File: src/rtl/spit_pkg.sv
package spit_pkg;

  localparam int DEFAULT_CAPACITY = 32;
  localparam logic [15:0] MAX_POS = 16'hFFFF;

  typedef enum logic [1:0] {
    FN_ADD    = 2'd0,
    FN_REMOVE = 2'd1,
    FN_FIND   = 2'd2,
    FN_SWAP   = 2'd3
  } func_t;

  typedef enum logic [1:0] {
    ST_DONE     = 2'd0,
    ST_PRESENT  = 2'd1,
    ST_NOTFOUND = 2'd2,
    ST_FULL     = 2'd3
  } status_t;

  typedef struct packed {
    logic [15:0] pos;
    logic [15:0] off;
    logic [15:0] len;
    logic        endm;
  } entry_t;

  typedef struct packed {
    func_t       func;
    logic [15:0] position;
    logic [15:0] begin_offset;
    logic [15:0] net_length;
    logic        end_marker;
    logic [15:0] first_item_offset;
    logic [15:0] second_item_offset;
    logic [15:0] items_end_offset;
  } in_item_t;

  typedef struct packed {
    status_t     status;
    logic [5:0]  slot_index;
    logic        entry_valid;
    logic [15:0] entry_position;
    logic [15:0] entry_offset;
    logic [15:0] entry_length;
    logic        entry_end_marker;
    logic [5:0]  entry_count;
  } out_item_t;

endpackage

File: src/rtl/spit_ram.sv
module spit_ram #(
  parameter int DEPTH = 32,
  localparam int IDX_W = $clog2(DEPTH)
) (
  input  logic                clk,
  input  logic                we,
  input  logic [IDX_W-1:0]    waddr,
  input  spit_pkg::entry_t    wdata,
  input  logic [IDX_W-1:0]    raddr,
  output spit_pkg::entry_t    rdata
);
  import spit_pkg::*;

  entry_t mem [DEPTH];

  always_ff @(posedge clk) begin
    if (we) begin
      mem[waddr] <= wdata;
    end
  end

  always_ff @(posedge clk) begin
    rdata <= mem[raddr];
  end

endmodule

File: src/rtl/spit_ctrl.sv
module spit_ctrl #(
  parameter int CAPACITY = 32,
  localparam int IDX_W = $clog2(CAPACITY),
  localparam int CNT_W = $clog2(CAPACITY + 1)
) (
  input  logic                 clk,
  input  logic                 rst,
  input  logic                 start,
  output logic                 busy,
  input  spit_pkg::in_item_t   cmd,
  output logic                 done,
  output spit_pkg::out_item_t  result,
  output logic                 we,
  output logic [IDX_W-1:0]     waddr,
  output spit_pkg::entry_t     wdata,
  output logic [IDX_W-1:0]     raddr,
  input  spit_pkg::entry_t     rdata
);
  import spit_pkg::*;

  typedef enum logic [6:0] {
    S_IDLE    = 7'b0000001,
    S_SCAN    = 7'b0000010,
    S_BSRCH   = 7'b0000100,
    S_DECIDE  = 7'b0001000,
    S_SHIFT   = 7'b0010000,
    S_PUT_NEW = 7'b0100000,
    S_SWAP_W2 = 7'b1000000
  } state_t;

  state_t     state, state_next;
  in_item_t   op, op_next;
  logic [CNT_W-1:0] count, count_next;
  logic [CNT_W-1:0] scan_addr, scan_addr_next;
  logic [CNT_W-1:0] bs_lo, bs_lo_next;
  logic [CNT_W-1:0] bs_n, bs_n_next;
  logic       chk_valid, chk_valid_next;
  logic [IDX_W-1:0] chk_idx, chk_idx_next;
  logic [CNT_W-1:0] slot, slot_next;
  logic       hit, hit_next;
  entry_t     x, x_next;
  logic [IDX_W-1:0] sh_addr, sh_addr_next;
  logic [CNT_W-1:0] sh_left, sh_left_next;
  logic       wb_valid, wb_valid_next;
  logic [IDX_W-1:0] wb_addr, wb_addr_next;
  logic       done_next;
  out_item_t  result_next;

  logic [15:0] p, q, len_first, len_second;
  logic       is_insert, full, scan_hit, slot_has_next;
  logic [CNT_W-1:0] bs_half, bs_mid;
  entry_t     x_up, x_down, y_down, new_entry;

  function automatic logic [5:0] to6(input logic [CNT_W-1:0] v);
    logic [31:0] w;
    w = 32'(v);
    return w[5:0];
  endfunction

  assign p          = op.position;
  assign q          = op.position + 16'd1;
  assign len_first  = op.second_item_offset - op.first_item_offset;
  assign len_second = op.items_end_offset - op.second_item_offset;
  assign is_insert  = (op.func == FN_ADD);
  assign full       = (count == CNT_W'(CAPACITY));
  assign slot_has_next = ((slot + CNT_W'(1)) < count);
  assign bs_half    = bs_n >> 1;
  assign bs_mid     = bs_lo + bs_half;

  assign x_up      = '{pos: q, off: x.off + len_second, len: x.len, endm: x.endm};
  assign x_down    = '{pos: p, off: x.off - len_first, len: x.len, endm: x.endm};
  assign y_down    = '{pos: p, off: rdata.off - len_first, len: rdata.len, endm: rdata.endm};
  assign new_entry = '{pos: op.position, off: op.begin_offset, len: op.net_length,
                       endm: op.end_marker};

  assign scan_hit = chk_valid && !rdata.endm && (rdata.pos == p || rdata.pos == q);

  assign busy = (state != S_IDLE);

  always_comb begin
    state_next     = state;
    op_next        = op;
    count_next     = count;
    scan_addr_next = scan_addr;
    bs_lo_next     = bs_lo;
    bs_n_next      = bs_n;
    chk_valid_next = 1'b0;
    chk_idx_next   = chk_idx;
    slot_next      = slot;
    hit_next       = hit;
    x_next         = x;
    sh_addr_next   = sh_addr;
    sh_left_next   = sh_left;
    wb_valid_next  = 1'b0;
    wb_addr_next   = wb_addr;
    done_next      = 1'b0;
    result_next    = result;
    we             = 1'b0;
    waddr          = slot[IDX_W-1:0];
    wdata          = new_entry;
    raddr          = '0;

    unique case (state)
      S_IDLE: begin
        if (start) begin
          op_next        = cmd;
          scan_addr_next = '0;
          bs_lo_next     = '0;
          bs_n_next      = count;
          state_next     = (cmd.func == FN_SWAP) ? S_SCAN : S_BSRCH;
        end
      end

      S_SCAN: begin
        if (scan_hit) begin
          slot_next  = CNT_W'(chk_idx);
          hit_next   = 1'b1;
          x_next     = rdata;
          raddr      = chk_idx + IDX_W'(1);
          state_next = S_DECIDE;
        end else if (scan_addr >= count) begin
          slot_next  = count;
          hit_next   = 1'b0;
          state_next = S_DECIDE;
        end else begin
          raddr          = scan_addr[IDX_W-1:0];
          chk_idx_next   = scan_addr[IDX_W-1:0];
          chk_valid_next = 1'b1;
          scan_addr_next = scan_addr + CNT_W'(1);
        end
      end

      S_BSRCH: begin
        if (chk_valid) begin
          if (rdata.pos < p) begin
            bs_lo_next = CNT_W'(chk_idx) + CNT_W'(1);
            bs_n_next  = bs_n - bs_half - CNT_W'(1);
          end else begin
            bs_n_next = bs_half;
          end
        end else if (bs_n != '0) begin
          raddr          = bs_mid[IDX_W-1:0];
          chk_idx_next   = bs_mid[IDX_W-1:0];
          chk_valid_next = 1'b1;
        end else begin
          slot_next  = bs_lo;
          hit_next   = (bs_lo < count);
          raddr      = bs_lo[IDX_W-1:0];
          state_next = S_DECIDE;
        end
      end

      S_DECIDE: begin
        done_next          = 1'b1;
        state_next         = S_IDLE;
        result_next        = '0;
        result_next.status = ST_DONE;
        result_next.slot_index = to6(slot);
        unique case (op.func)
          FN_FIND: begin
            if (hit) begin
              result_next.status           = (rdata.pos == p) ? ST_DONE : ST_NOTFOUND;
              result_next.entry_valid      = 1'b1;
              result_next.entry_position   = rdata.pos;
              result_next.entry_offset     = rdata.off;
              result_next.entry_length     = rdata.len;
              result_next.entry_end_marker = rdata.endm;
            end else begin
              result_next.status = ST_NOTFOUND;
            end
          end
          FN_ADD: begin
            if (hit && rdata.pos == p) begin
              result_next.status = ST_PRESENT;
            end else if (full) begin
              result_next.status = ST_FULL;
            end else begin
              done_next    = 1'b0;
              sh_left_next = count - slot;
              sh_addr_next = IDX_W'(count - CNT_W'(1));
              state_next   = S_SHIFT;
            end
          end
          FN_REMOVE: begin
            if (!hit || rdata.pos != p) begin
              result_next.status = ST_NOTFOUND;
            end else begin
              done_next    = 1'b0;
              sh_left_next = count - slot - CNT_W'(1);
              sh_addr_next = IDX_W'(slot + CNT_W'(1));
              state_next   = S_SHIFT;
            end
          end
          FN_SWAP: begin
            if (p == MAX_POS || !hit) begin
              result_next.status     = ST_NOTFOUND;
              result_next.slot_index = to6(count);
            end else if (x.pos == q) begin
              we    = 1'b1;
              wdata = x_down;
            end else if (slot_has_next && !rdata.endm && rdata.pos == q) begin
              we         = 1'b1;
              wdata      = y_down;
              done_next  = 1'b0;
              state_next = S_SWAP_W2;
            end else begin
              we    = 1'b1;
              wdata = x_up;
            end
          end
          default: begin
            result_next.status = ST_NOTFOUND;
          end
        endcase
      end

      S_SHIFT: begin
        if (wb_valid) begin
          we    = 1'b1;
          waddr = wb_addr;
          wdata = rdata;
        end
        if (sh_left != '0) begin
          raddr         = sh_addr;
          wb_valid_next = 1'b1;
          sh_left_next  = sh_left - CNT_W'(1);
          if (is_insert) begin
            wb_addr_next = sh_addr + IDX_W'(1);
            sh_addr_next = sh_addr - IDX_W'(1);
          end else begin
            wb_addr_next = sh_addr - IDX_W'(1);
            sh_addr_next = sh_addr + IDX_W'(1);
          end
        end else if (is_insert) begin
          state_next = S_PUT_NEW;
        end else begin
          count_next         = count - CNT_W'(1);
          done_next          = 1'b1;
          state_next         = S_IDLE;
          result_next        = '0;
          result_next.status = ST_DONE;
          result_next.slot_index = to6(slot);
        end
      end

      S_PUT_NEW: begin
        we                 = 1'b1;
        wdata              = new_entry;
        count_next         = count + CNT_W'(1);
        done_next          = 1'b1;
        state_next         = S_IDLE;
        result_next        = '0;
        result_next.status = ST_DONE;
        result_next.slot_index = to6(slot);
      end

      S_SWAP_W2: begin
        we                 = 1'b1;
        waddr              = IDX_W'(slot + CNT_W'(1));
        wdata              = x_up;
        done_next          = 1'b1;
        state_next         = S_IDLE;
        result_next        = '0;
        result_next.status = ST_DONE;
        result_next.slot_index = to6(slot);
      end

      default: begin
        state_next = S_IDLE;
      end
    endcase

    if (done_next) begin
      result_next.entry_count = to6(count_next);
    end
  end

  always_ff @(posedge clk) begin
    if (rst) begin
      state     <= S_IDLE;
      count     <= '0;
      chk_valid <= 1'b0;
      wb_valid  <= 1'b0;
      done      <= 1'b0;
    end else begin
      state     <= state_next;
      count     <= count_next;
      chk_valid <= chk_valid_next;
      wb_valid  <= wb_valid_next;
      done      <= done_next;
    end
  end

  always_ff @(posedge clk) begin
    op        <= op_next;
    scan_addr <= scan_addr_next;
    bs_lo     <= bs_lo_next;
    bs_n      <= bs_n_next;
    chk_idx   <= chk_idx_next;
    slot      <= slot_next;
    hit       <= hit_next;
    x         <= x_next;
    sh_addr   <= sh_addr_next;
    sh_left   <= sh_left_next;
    wb_addr   <= wb_addr_next;
    result    <= result_next;
  end

endmodule

File: src/rtl/sorted_position_index_table.sv
// Channel   Signals              Transfer
// command   start, busy, cmd     rising edge with start high and busy low
// result    done, result         every cycle with done high; never held off
//
// Add, remove and find locate their slot by a binary search through the memory
// read port, each probe issuing a read and then comparing its data, and then
// read the slot. Swap scans the entries in order, one per cycle, until a match
// or the end. A decide state follows; add and remove then move each entry behind
// the slot, add writes the new entry last, and swap rewrites up to two entries.
// Reset clears the entry count and the control state; the table memory is not cleared.
// The result strobe comes in the first idle cycle, and a new command may be
// started in that cycle.
module sorted_position_index_table #(
  parameter int CAPACITY = spit_pkg::DEFAULT_CAPACITY
) (
  input  logic                 clk,
  input  logic                 rst,
  input  logic                 start,
  output logic                 busy,
  input  spit_pkg::in_item_t   cmd,
  output logic                 done,
  output spit_pkg::out_item_t  result
);
  import spit_pkg::*;

  localparam int IDX_W = $clog2(CAPACITY);

  logic             we;
  logic [IDX_W-1:0] waddr;
  logic [IDX_W-1:0] raddr;
  entry_t           wdata;
  entry_t           rdata;

  spit_ctrl #(
    .CAPACITY(CAPACITY)
  ) u_ctrl (
    .clk    (clk),
    .rst    (rst),
    .start  (start),
    .busy   (busy),
    .cmd    (cmd),
    .done   (done),
    .result (result),
    .we     (we),
    .waddr  (waddr),
    .wdata  (wdata),
    .raddr  (raddr),
    .rdata  (rdata)
  );

  spit_ram #(
    .DEPTH(CAPACITY)
  ) u_ram (
    .clk   (clk),
    .we    (we),
    .waddr (waddr),
    .wdata (wdata),
    .raddr (raddr),
    .rdata (rdata)
  );

`ifndef NO_ASSERTIONS
  a_done_idle: assert property (@(posedge clk) disable iff (rst)
    done |-> !busy)
    else $error("result strobe while still busy");

  a_start_busy: assert property (@(posedge clk) disable iff (rst)
    (start && !busy) |=> busy)
    else $error("accepted command did not raise busy");

  a_done_after_busy: assert property (@(posedge clk) disable iff (rst)
    done |-> $past(busy))
    else $error("result strobe without a command in flight");

  a_find_only_entry: assert property (@(posedge clk) disable iff (rst)
    (done && result.entry_valid) |-> (result.status == ST_DONE ||
                                      result.status == ST_NOTFOUND))
    else $error("entry fields reported with an add or remove status");
`endif

endmodule
File: config.mk
export PLATFORM = sky130hd
export DESIGN_NAME = sorted_position_index_table
export DESIGN_NICKNAME = d
export VERILOG_FILES = /design/src/rtl/spit_pkg.sv /design/src/rtl/spit_ram.sv /design/src/rtl/spit_ctrl.sv /design/src/rtl/sorted_position_index_table.sv
export SDC_FILE = /design/constraint.sdc
export NUM_CORES = 2
export LEC_CHECK = 0
export ABC_AREA = 1
export BUFFER_PORTS_ARGS = -buffer_cell sky130_fd_sc_hd__buf_2
export CAP_MARGIN = 15
export CORE_MARGIN = 8
export CORE_UTILIZATION = 35
export DETAILED_ROUTE_END_ITERATION = 16
export PLACE_DENSITY = 0.49
export REMOVE_ABC_BUFFERS = 1
export SLEW_MARGIN = 25
export SYNTH_ARGS = -nofsm -noshare
export SYNTH_HDL_FRONTEND = slang
export SYNTH_HIERARCHICAL = 1
export SYNTH_SLANG_ARGS = --single-unit
File: constraint.sdc
create_clock -name clk -period 7.2 [get_ports clk]
set_clock_uncertainty 0.05 [all_clocks]
set_input_delay 2.16 -clock clk [delete_from_list [all_inputs] [get_ports clk]]
set_output_delay 2.16 -clock clk [all_outputs]
set_load 0.02 [all_outputs]
Word level (Yosys, flattened, before mapping)
Memory sizes are Yosys's and may differ from the RTL's. A register that Yosys moved wholly into a read port is not among the register bits.
Index checks and enable logic that the tools add are counted.

cells by class
  equality and inequality tests = 36
  reductions and logical operators = 33
  muxes and demuxes = 109
  add/subtract/negate cells = 20
  magnitude comparators = 4
  bitwise logic cells = 1

operators by type and width
  operator                 count
  $mux W49                 5
  $pmux W64 S3             1
  $pmux W49 S3             1
  $mux W64                 2
  $mux W6                  21
  $mux W50                 2
  $mux W5                  18
  $pmux W6 S2              7
  $mux W7                  10
  $sub A16 B16 Y16         4
  $eq A16 B16 Y1           3
  $pmux W5 S2              4
  $pmux W7 S5              1
  $sub A6 B1 Y6 const B    4
  $mux W1                  22
  $pmux W7 S3              1
  $add A6 B1 Y6 const B    3
  $add A16 B1 Y16 const B  1
  $add A16 B16 Y16         1
  $eq A16 B16 Y1 const B   1
  $lt A16 B16 Y1           1
  $ne A16 B16 Y1           1
  $pmux W5 S3              1
  $ne A2 B2 Y1 const B     7
  other kinds (44)         81

storage, ports and cells
  register bits = 274
  memories kept = 1
  input port bits = 102
  output and inout port bits = 66
  memory bits (writable) = 1,568

memory list
  name       words  bits a word  rd ports  clocked after Yosys merged registers in  write ports  RTL line        text
  u_ram.mem  32     49           1         1                                        1            spit_ram.sv:14  entry_t mem [DEPTH];

Depth between registers and ports, before layout
  word-level depth = 11
  gate-level depth with buffers = 30

Modules after synthesis
The synthesis kept the hierarchy.

by module, submodules not included
  module     area each (µm²)  cells each  instances
  spit_ram   64,230.4         5,387       1
  spit_ctrl  19,419.9         2,441       1

Worst setup path before layout
Ideal clock, no wire load.

  path kind = input -> register
  start = in start
  end = reg u_ctrl.state[1]
  arrival = 6,822 ps
  path buffers = 0
  setup slack = 244 ps
  setup time = 83 ps
  stages = 4
  required time = 7,067 ps
  cell sequence = inv_1 nor2_1 nand3_1 a21oi_1

between the ends
  cells in the longest elaborated chain, start to end = 2

RTL lines
  element                             RTL line                           text
  from (decl)                         sorted_position_index_table.sv:18  input logic start,
  $ne A2 B2 Y1 (no source line)       -
  $reduce_and A5 Y1 (no source line)  -
  to (signal assigned)                spit_ctrl.sv:286                   state <= state_next;
  to (decl)                           spit_ctrl.sv:31                    state_t state, state_next;

Every way passes these cells.
A chain may end at the register's enable or synchronous reset.

==> flow_summary.html <==
<table>
<tr><th>Metric</th><th>Value</th></tr>
<tr><th colspan="2">Clock tree</th></tr>
<tr><td>Largest buffer count on any clock path</td><td>3</td></tr>
<tr><td>TritonCTS Buffers</td><td>205</td></tr>
<tr><td>Quantity of gates resized following cts</td><td>0</td></tr>
<tr><td>Count of clock tree sinks</td><td>1,891</td></tr>
<tr><td>CTS clock-pin slew for the worst setup and hold paths</td><td>0.06 ns</td></tr>
<tr><td>H-tree depth</td><td>4</td></tr>
<tr><td>Hold-fix buffer count after cts</td><td>0</td></tr>
<tr><td>Latest clock arrival within the worst-skew pair</td><td>0.88 ns</td></tr>
<tr><td>Post-CTS repair timing setup buffer count</td><td>0</td></tr>
<tr><td>Master cell of the clock root buffer</td><td>clkbuf_16</td></tr>
<tr><td>Clock tree from TritonCTS</td><td>done</td></tr>
<tr><th colspan="2">Synthesis</th></tr>
<tr><td>Area of the mapped netlist</td><td>0.0837 sq mm</td></tr>
<tr><td>Sequential fraction of the synthesis area</td><td>67.1%</td></tr>
<tr><td>Syn avg cell area</td><td>10.7 sq um</td></tr>
<tr><td>Fraction of registers with async set or reset after synthesis</td><td>0%</td></tr>
<tr><td>Most used flip-flop cell after synthesis</td><td>edfxtp_1</td></tr>
<tr><td>Gate Count Post-Synth</td><td>7,828</td></tr>
<tr><td>Synthesized flop and latch total</td><td>1,891</td></tr>
<tr><td>Count of yosys warnings during synthesis</td><td>6</td></tr>
<tr><td>Number of unique standard cell types used by synthesis</td><td>61</td></tr>
<tr><td>Count of flip-flops with a built-in enable after synthesis</td><td>1,826</td></tr>
<tr><th colspan="2">Timing</th></tr>
<tr><td>Final count of pins violating max slew</td><td>0</td></tr>
<tr><td>Post-layout worst setup margin</td><td>1.35 ns</td></tr>
<tr><td>RSZ-0062 raised after global routing</td><td>false</td></tr>
<tr><td>Post-route fraction of the period consumed by the critical path</td><td>81.2%</td></tr>
<tr><td>Pin slew with the least headroom to its limit</td><td>1.12 ns</td></tr>
<tr><td>Final period demand of the worst path</td><td>5.85 ns</td></tr>
<tr><td>TNS Setup</td><td>0 ns</td></tr>
<tr><td>Number of failing hold endpoints at the final stage</td><td>0</td></tr>
<tr><td>Final setup violation count</td><td>0</td></tr>
<tr><td>Achievable clock frequency</td><td>171 MHz</td></tr>
<tr><td>Relative max-transition margin</td><td>25.2%</td></tr>
<tr><th colspan="2">Power</th></tr>
<tr><td>Switching Fraction</td><td>25.6%</td></tr>
<tr><td>Cell area power density</td><td>270 mW/mm^2</td></tr>
<tr><td>Reported net switching power</td><td>0.00665 W</td></tr>
<tr><td>Seq pwr share</td><td>48.4%</td></tr>
<tr><td>Relative contribution of the clock network to total power</td><td>41.1%</td></tr>
<tr><td>Internal power summed over all cells</td><td>0.0193 W</td></tr>
<tr><td>LEAKAGE</td><td>36.1 nW</td></tr>
<tr><td>IR Drop Worst-Case VDD</td><td>0.236 mV</td></tr>
<tr><td>Comb power frac</td><td>10.4%</td></tr>
<tr><th colspan="2">Global route</th></tr>
<tr><td>Total global routing track utilization</td><td>21.6%</td></tr>
<tr><td>Wire length of the first global-routing pass</td><td>408,000 um</td></tr>
<tr><td>Gr ovfl total</td><td>0</td></tr>
<tr><td>Initial antenna violation count</td><td>18</td></tr>
<tr><td>Maximum number of pins on one net before global-route repair</td><td>185</td></tr>
<tr><td>Vias in the first global route</td><td>56,268</td></tr>
<tr><th colspan="2">Drt</th></tr>
<tr><td>Number of detailed-route iterations in the first pass</td><td>6</td></tr>
<tr><td>Detailed router's first-iteration violation count</td><td>6,538</td></tr>
<tr><td>DR vias/cell</td><td>5.27</td></tr>
<tr><td>DRC</td><td>0</td></tr>
<tr><td>Count of vias placed by the detailed router</td><td>59,662</td></tr>
<tr><td>Final routed wirelength across all metal layers</td><td>286,000 um</td></tr>
<tr><td>Post-detailed-route wirelength per cell</td><td>25.2 um</td></tr>
<tr><td>Post-route ant nets</td><td>0</td></tr>
<tr><th colspan="2">Final layout</th></tr>
<tr><td>Finished Core Util</td><td>40.4%</td></tr>
<tr><td>Fraction of final layout cells with drive strength greater than 1</td><td>9.20%</td></tr>
<tr><td>Commonest cells after routing, fill and taps aside</td><td>2,779 x nand2_1, 1,826 x edfxtp_1, 1,341 x nand3_1</td></tr>
<tr><td>Filler cell count in the final layout</td><td>22,869</td></tr>
<tr><td>Summed area of non-filler cells in the final layout</td><td>0.0960 sq mm</td></tr>
<tr><td>Layout net count</td><td>8,208</td></tr>
<tr><td>Most common cell after layout, fill and taps aside</td><td>nand2_1</td></tr>
<tr><td>Final instance count without filler cells</td><td>11,326</td></tr>
<tr><td>Layout area overhead</td><td>14.8%</td></tr>
<tr><th colspan="2">Worst setup path</th></tr>
<tr><td>Slowest CP cell</td><td>nor2_1</td></tr>
<tr><td>Required time at the endpoint of the critical path</td><td>7.74 ns</td></tr>
<tr><td>Endpoint arrival time on the critical path</td><td>6.39 ns</td></tr>
<tr><td>CP Launch Type</td><td>flip-flop</td></tr>
<tr><td>Maximum cell stage delay along the critical path</td><td>0.71 ns</td></tr>
<tr><td>Crit-path most repeated cell</td><td>a21oi_1</td></tr>
<tr><td>Cell-by-cell listing of the critical path</td><td>ha_1 &gt; xor2_1 &gt; ha_1 &gt; a21oi_1 &gt; nor2_1 &gt; o21ai_0 &gt; a21oi_1 &gt; nor2_1 &gt; nand4_4 &gt; inv_2 &gt; nand2_2 &gt; a21oi_1 &gt; o21ai_1 &gt; nand2_1 &gt; nand4_1 &gt; buf_6</td></tr>
<tr><td>CP Max Fanout</td><td>31</td></tr>
<tr><td>Sort of element at the end of the critical path</td><td>flip-flop</td></tr>
<tr><td>Classification of the worst setup path</td><td>flip-flop to flip-flop</td></tr>
<tr><th colspan="2">Placement</th></tr>
<tr><td>Placement Setup Slack</td><td>1.15 ns</td></tr>
<tr><td>Instance count after placement with tap cells included</td><td>10,933</td></tr>
<tr><td>Detailed Place HPWL</td><td>159,000 um</td></tr>
<tr><td>Final RePlAce weighted congestion</td><td>0.916</td></tr>
<tr><td>Cell Area, Placed</td><td>0.0891 sq mm</td></tr>
<tr><td>Number of buffer cells added on primary ports</td><td>167</td></tr>
<tr><th colspan="2">Run status</th></tr>
<tr><td>Outcome</td><td>finished clean</td></tr>
<tr><th colspan="2">Floorplan</th></tr>
<tr><td>Initial standard-cell utilization of the core</td><td>35.2%</td></tr>
<tr><td>Placement Rows</td><td>179</td></tr>
<tr><td>Horiz. Die Dim</td><td>505 um</td></tr>
<tr><td>Top Ports</td><td>168</td></tr>
<tr><td>Die area</td><td>0.255 sq mm</td></tr>
<tr><td>Height of the die</td><td>505 um</td></tr>
<tr><td>Placeable core area</td><td>0.238 sq mm</td></tr>
<tr><th colspan="2">Job</th></tr>
<tr><td>Max-cap viol count</td><td>0</td></tr>
<tr><th colspan="2">Worst hold path</th></tr>
<tr><td>Worst hold path type</td><td>flip-flop to flip-flop</td></tr>
</table>
-- synthesized netlist by cell type, drive strengths merged (2+ instances only) --
cell       n  area (sq um)
xnor3      2          45.0
clkinv     6          22.5
or2        8          50.1
dfxtp     65          1300
o21bai     8          60.1
nor2     265          1020
o221ai    15           131
nand4     49           322
a22oi     27           208
a31oi      9          56.3
nor3b      5          37.5
fa        21           420
o21a      34           255
nor4       5          37.5
o21ai    133           669
nor3      25           151
xor2      51           447
clkbuf    95           357
o31ai      5          37.5
a21oi    137           686
nand2   2785         10500
inv      402          1510
buf      303          1700
xnor2     28           245
o211ai    16           120
edfxtp  1826         54800
and2       6          37.5
a211oi     6          45.0
nand3   1347          6750
ha       105          1310
a221oi     4          35.0
nand3b    15           113
o22ai      7          43.8
a21boi     3          22.5
-- flip-flops by register name (all words and copies together), names as in the netlist, 7 cells and up --
register / count
u_ctrl/op: 50
u_ram/rdata: 49
u_ctrl/new_entry: 33
u_ctrl/state: 7
u_ctrl/result: 64
u_ctrl/x: 49
u_ram/mem: 1568
u_ctrl/p: 16
-- path summary, 6_finish.rpt --
kind                                       from  slack (ns)           endpoint  depth (start not counted)
worst max-delay path             u_ctrl/slot[0]        1.35  u_ram/mem[20][14]                         16
worst min-delay path            u_ram/rdata[33]        0.39       u_ctrl/x[33]                          0
worst max register to register   u_ctrl/slot[0]        1.35  u_ram/mem[20][14]                         16
worst min register to register  u_ram/rdata[33]        0.39       u_ctrl/x[33]                          0
-- routing by layer --
metal | up-vias | track usage, % | routed length, um
li1 | 27277 | - | -
met1 | 29555 | 30.7 | 127000
met2 | 2357 | 33.9 | 129000
met3 | 473 | 3.29 | 19800
met4 | 0 | 7.10 | 9580
met5 | - | 0 | 0
-- critical path: cells and delay by family, from the launching register on --
kind                     cells  cell delay (ns)
AND/OR/NAND/NOR              6             2.50
AO/OA/AOI/OAI                5             0.88
buffers and inverters        2             0.65
adder cells (fa/ha/maj)      2             0.60
flip-flops                   1             0.58
XOR/XNOR                     1             0.26
-- cell families after synthesis --
| family | after synthesis | share of synthesized area (%) |
|---|---|---|
| compound gates | 411 | 2.90 |
| flops | 1891 | 67.1 |
| buf+inv | 806 | 4.29 |
| fa+ha+maj | 126 | 2.07 |
| simple gates | 4512 | 22.7 |
| xor+xnor | 81 | 0.881 |
| mux | 1 | 0.0120 |
-- final cells by class --
type	count	area, sq um	share of cell area [%]
Clock inverter	94	1160	1.21
Tap cell	3167	3960	4.13
Clock buffer	289	5650	5.88
Antenna cell	3	7.51	0.00782
Multi-Input combinational cell	5131	24500	25.5
Sequential cell	1891	56100	58.5
Inverter	408	1560	1.63
Timing Repair Buffer	343	3070	3.20
-- per-stage QoR --
stage                     hold slack (ns)  power (W)
after detailed placement            0.370     0.0155
after global routing                0.405     0.0269
after CTS                           0.390     0.0261
after floorplan                     0.358     0.0148
after global placement              0.372     0.0154
final                               0.391     0.0260
-- power by group through the flow --
stage	Sequential [W]	Combinational (W)	Clock [W]
finish	0.0126	0.00271	0.0107
global route	0.0126	0.00301	0.0113
CTS	0.0126	0.00267	0.0109
detailed placement	0.0128	0.00266	0
global placement	0.0128	0.00263	0
floorplan	0.0127	0.00211	0
No activity file was read; power rests on OpenSTA's default activity.
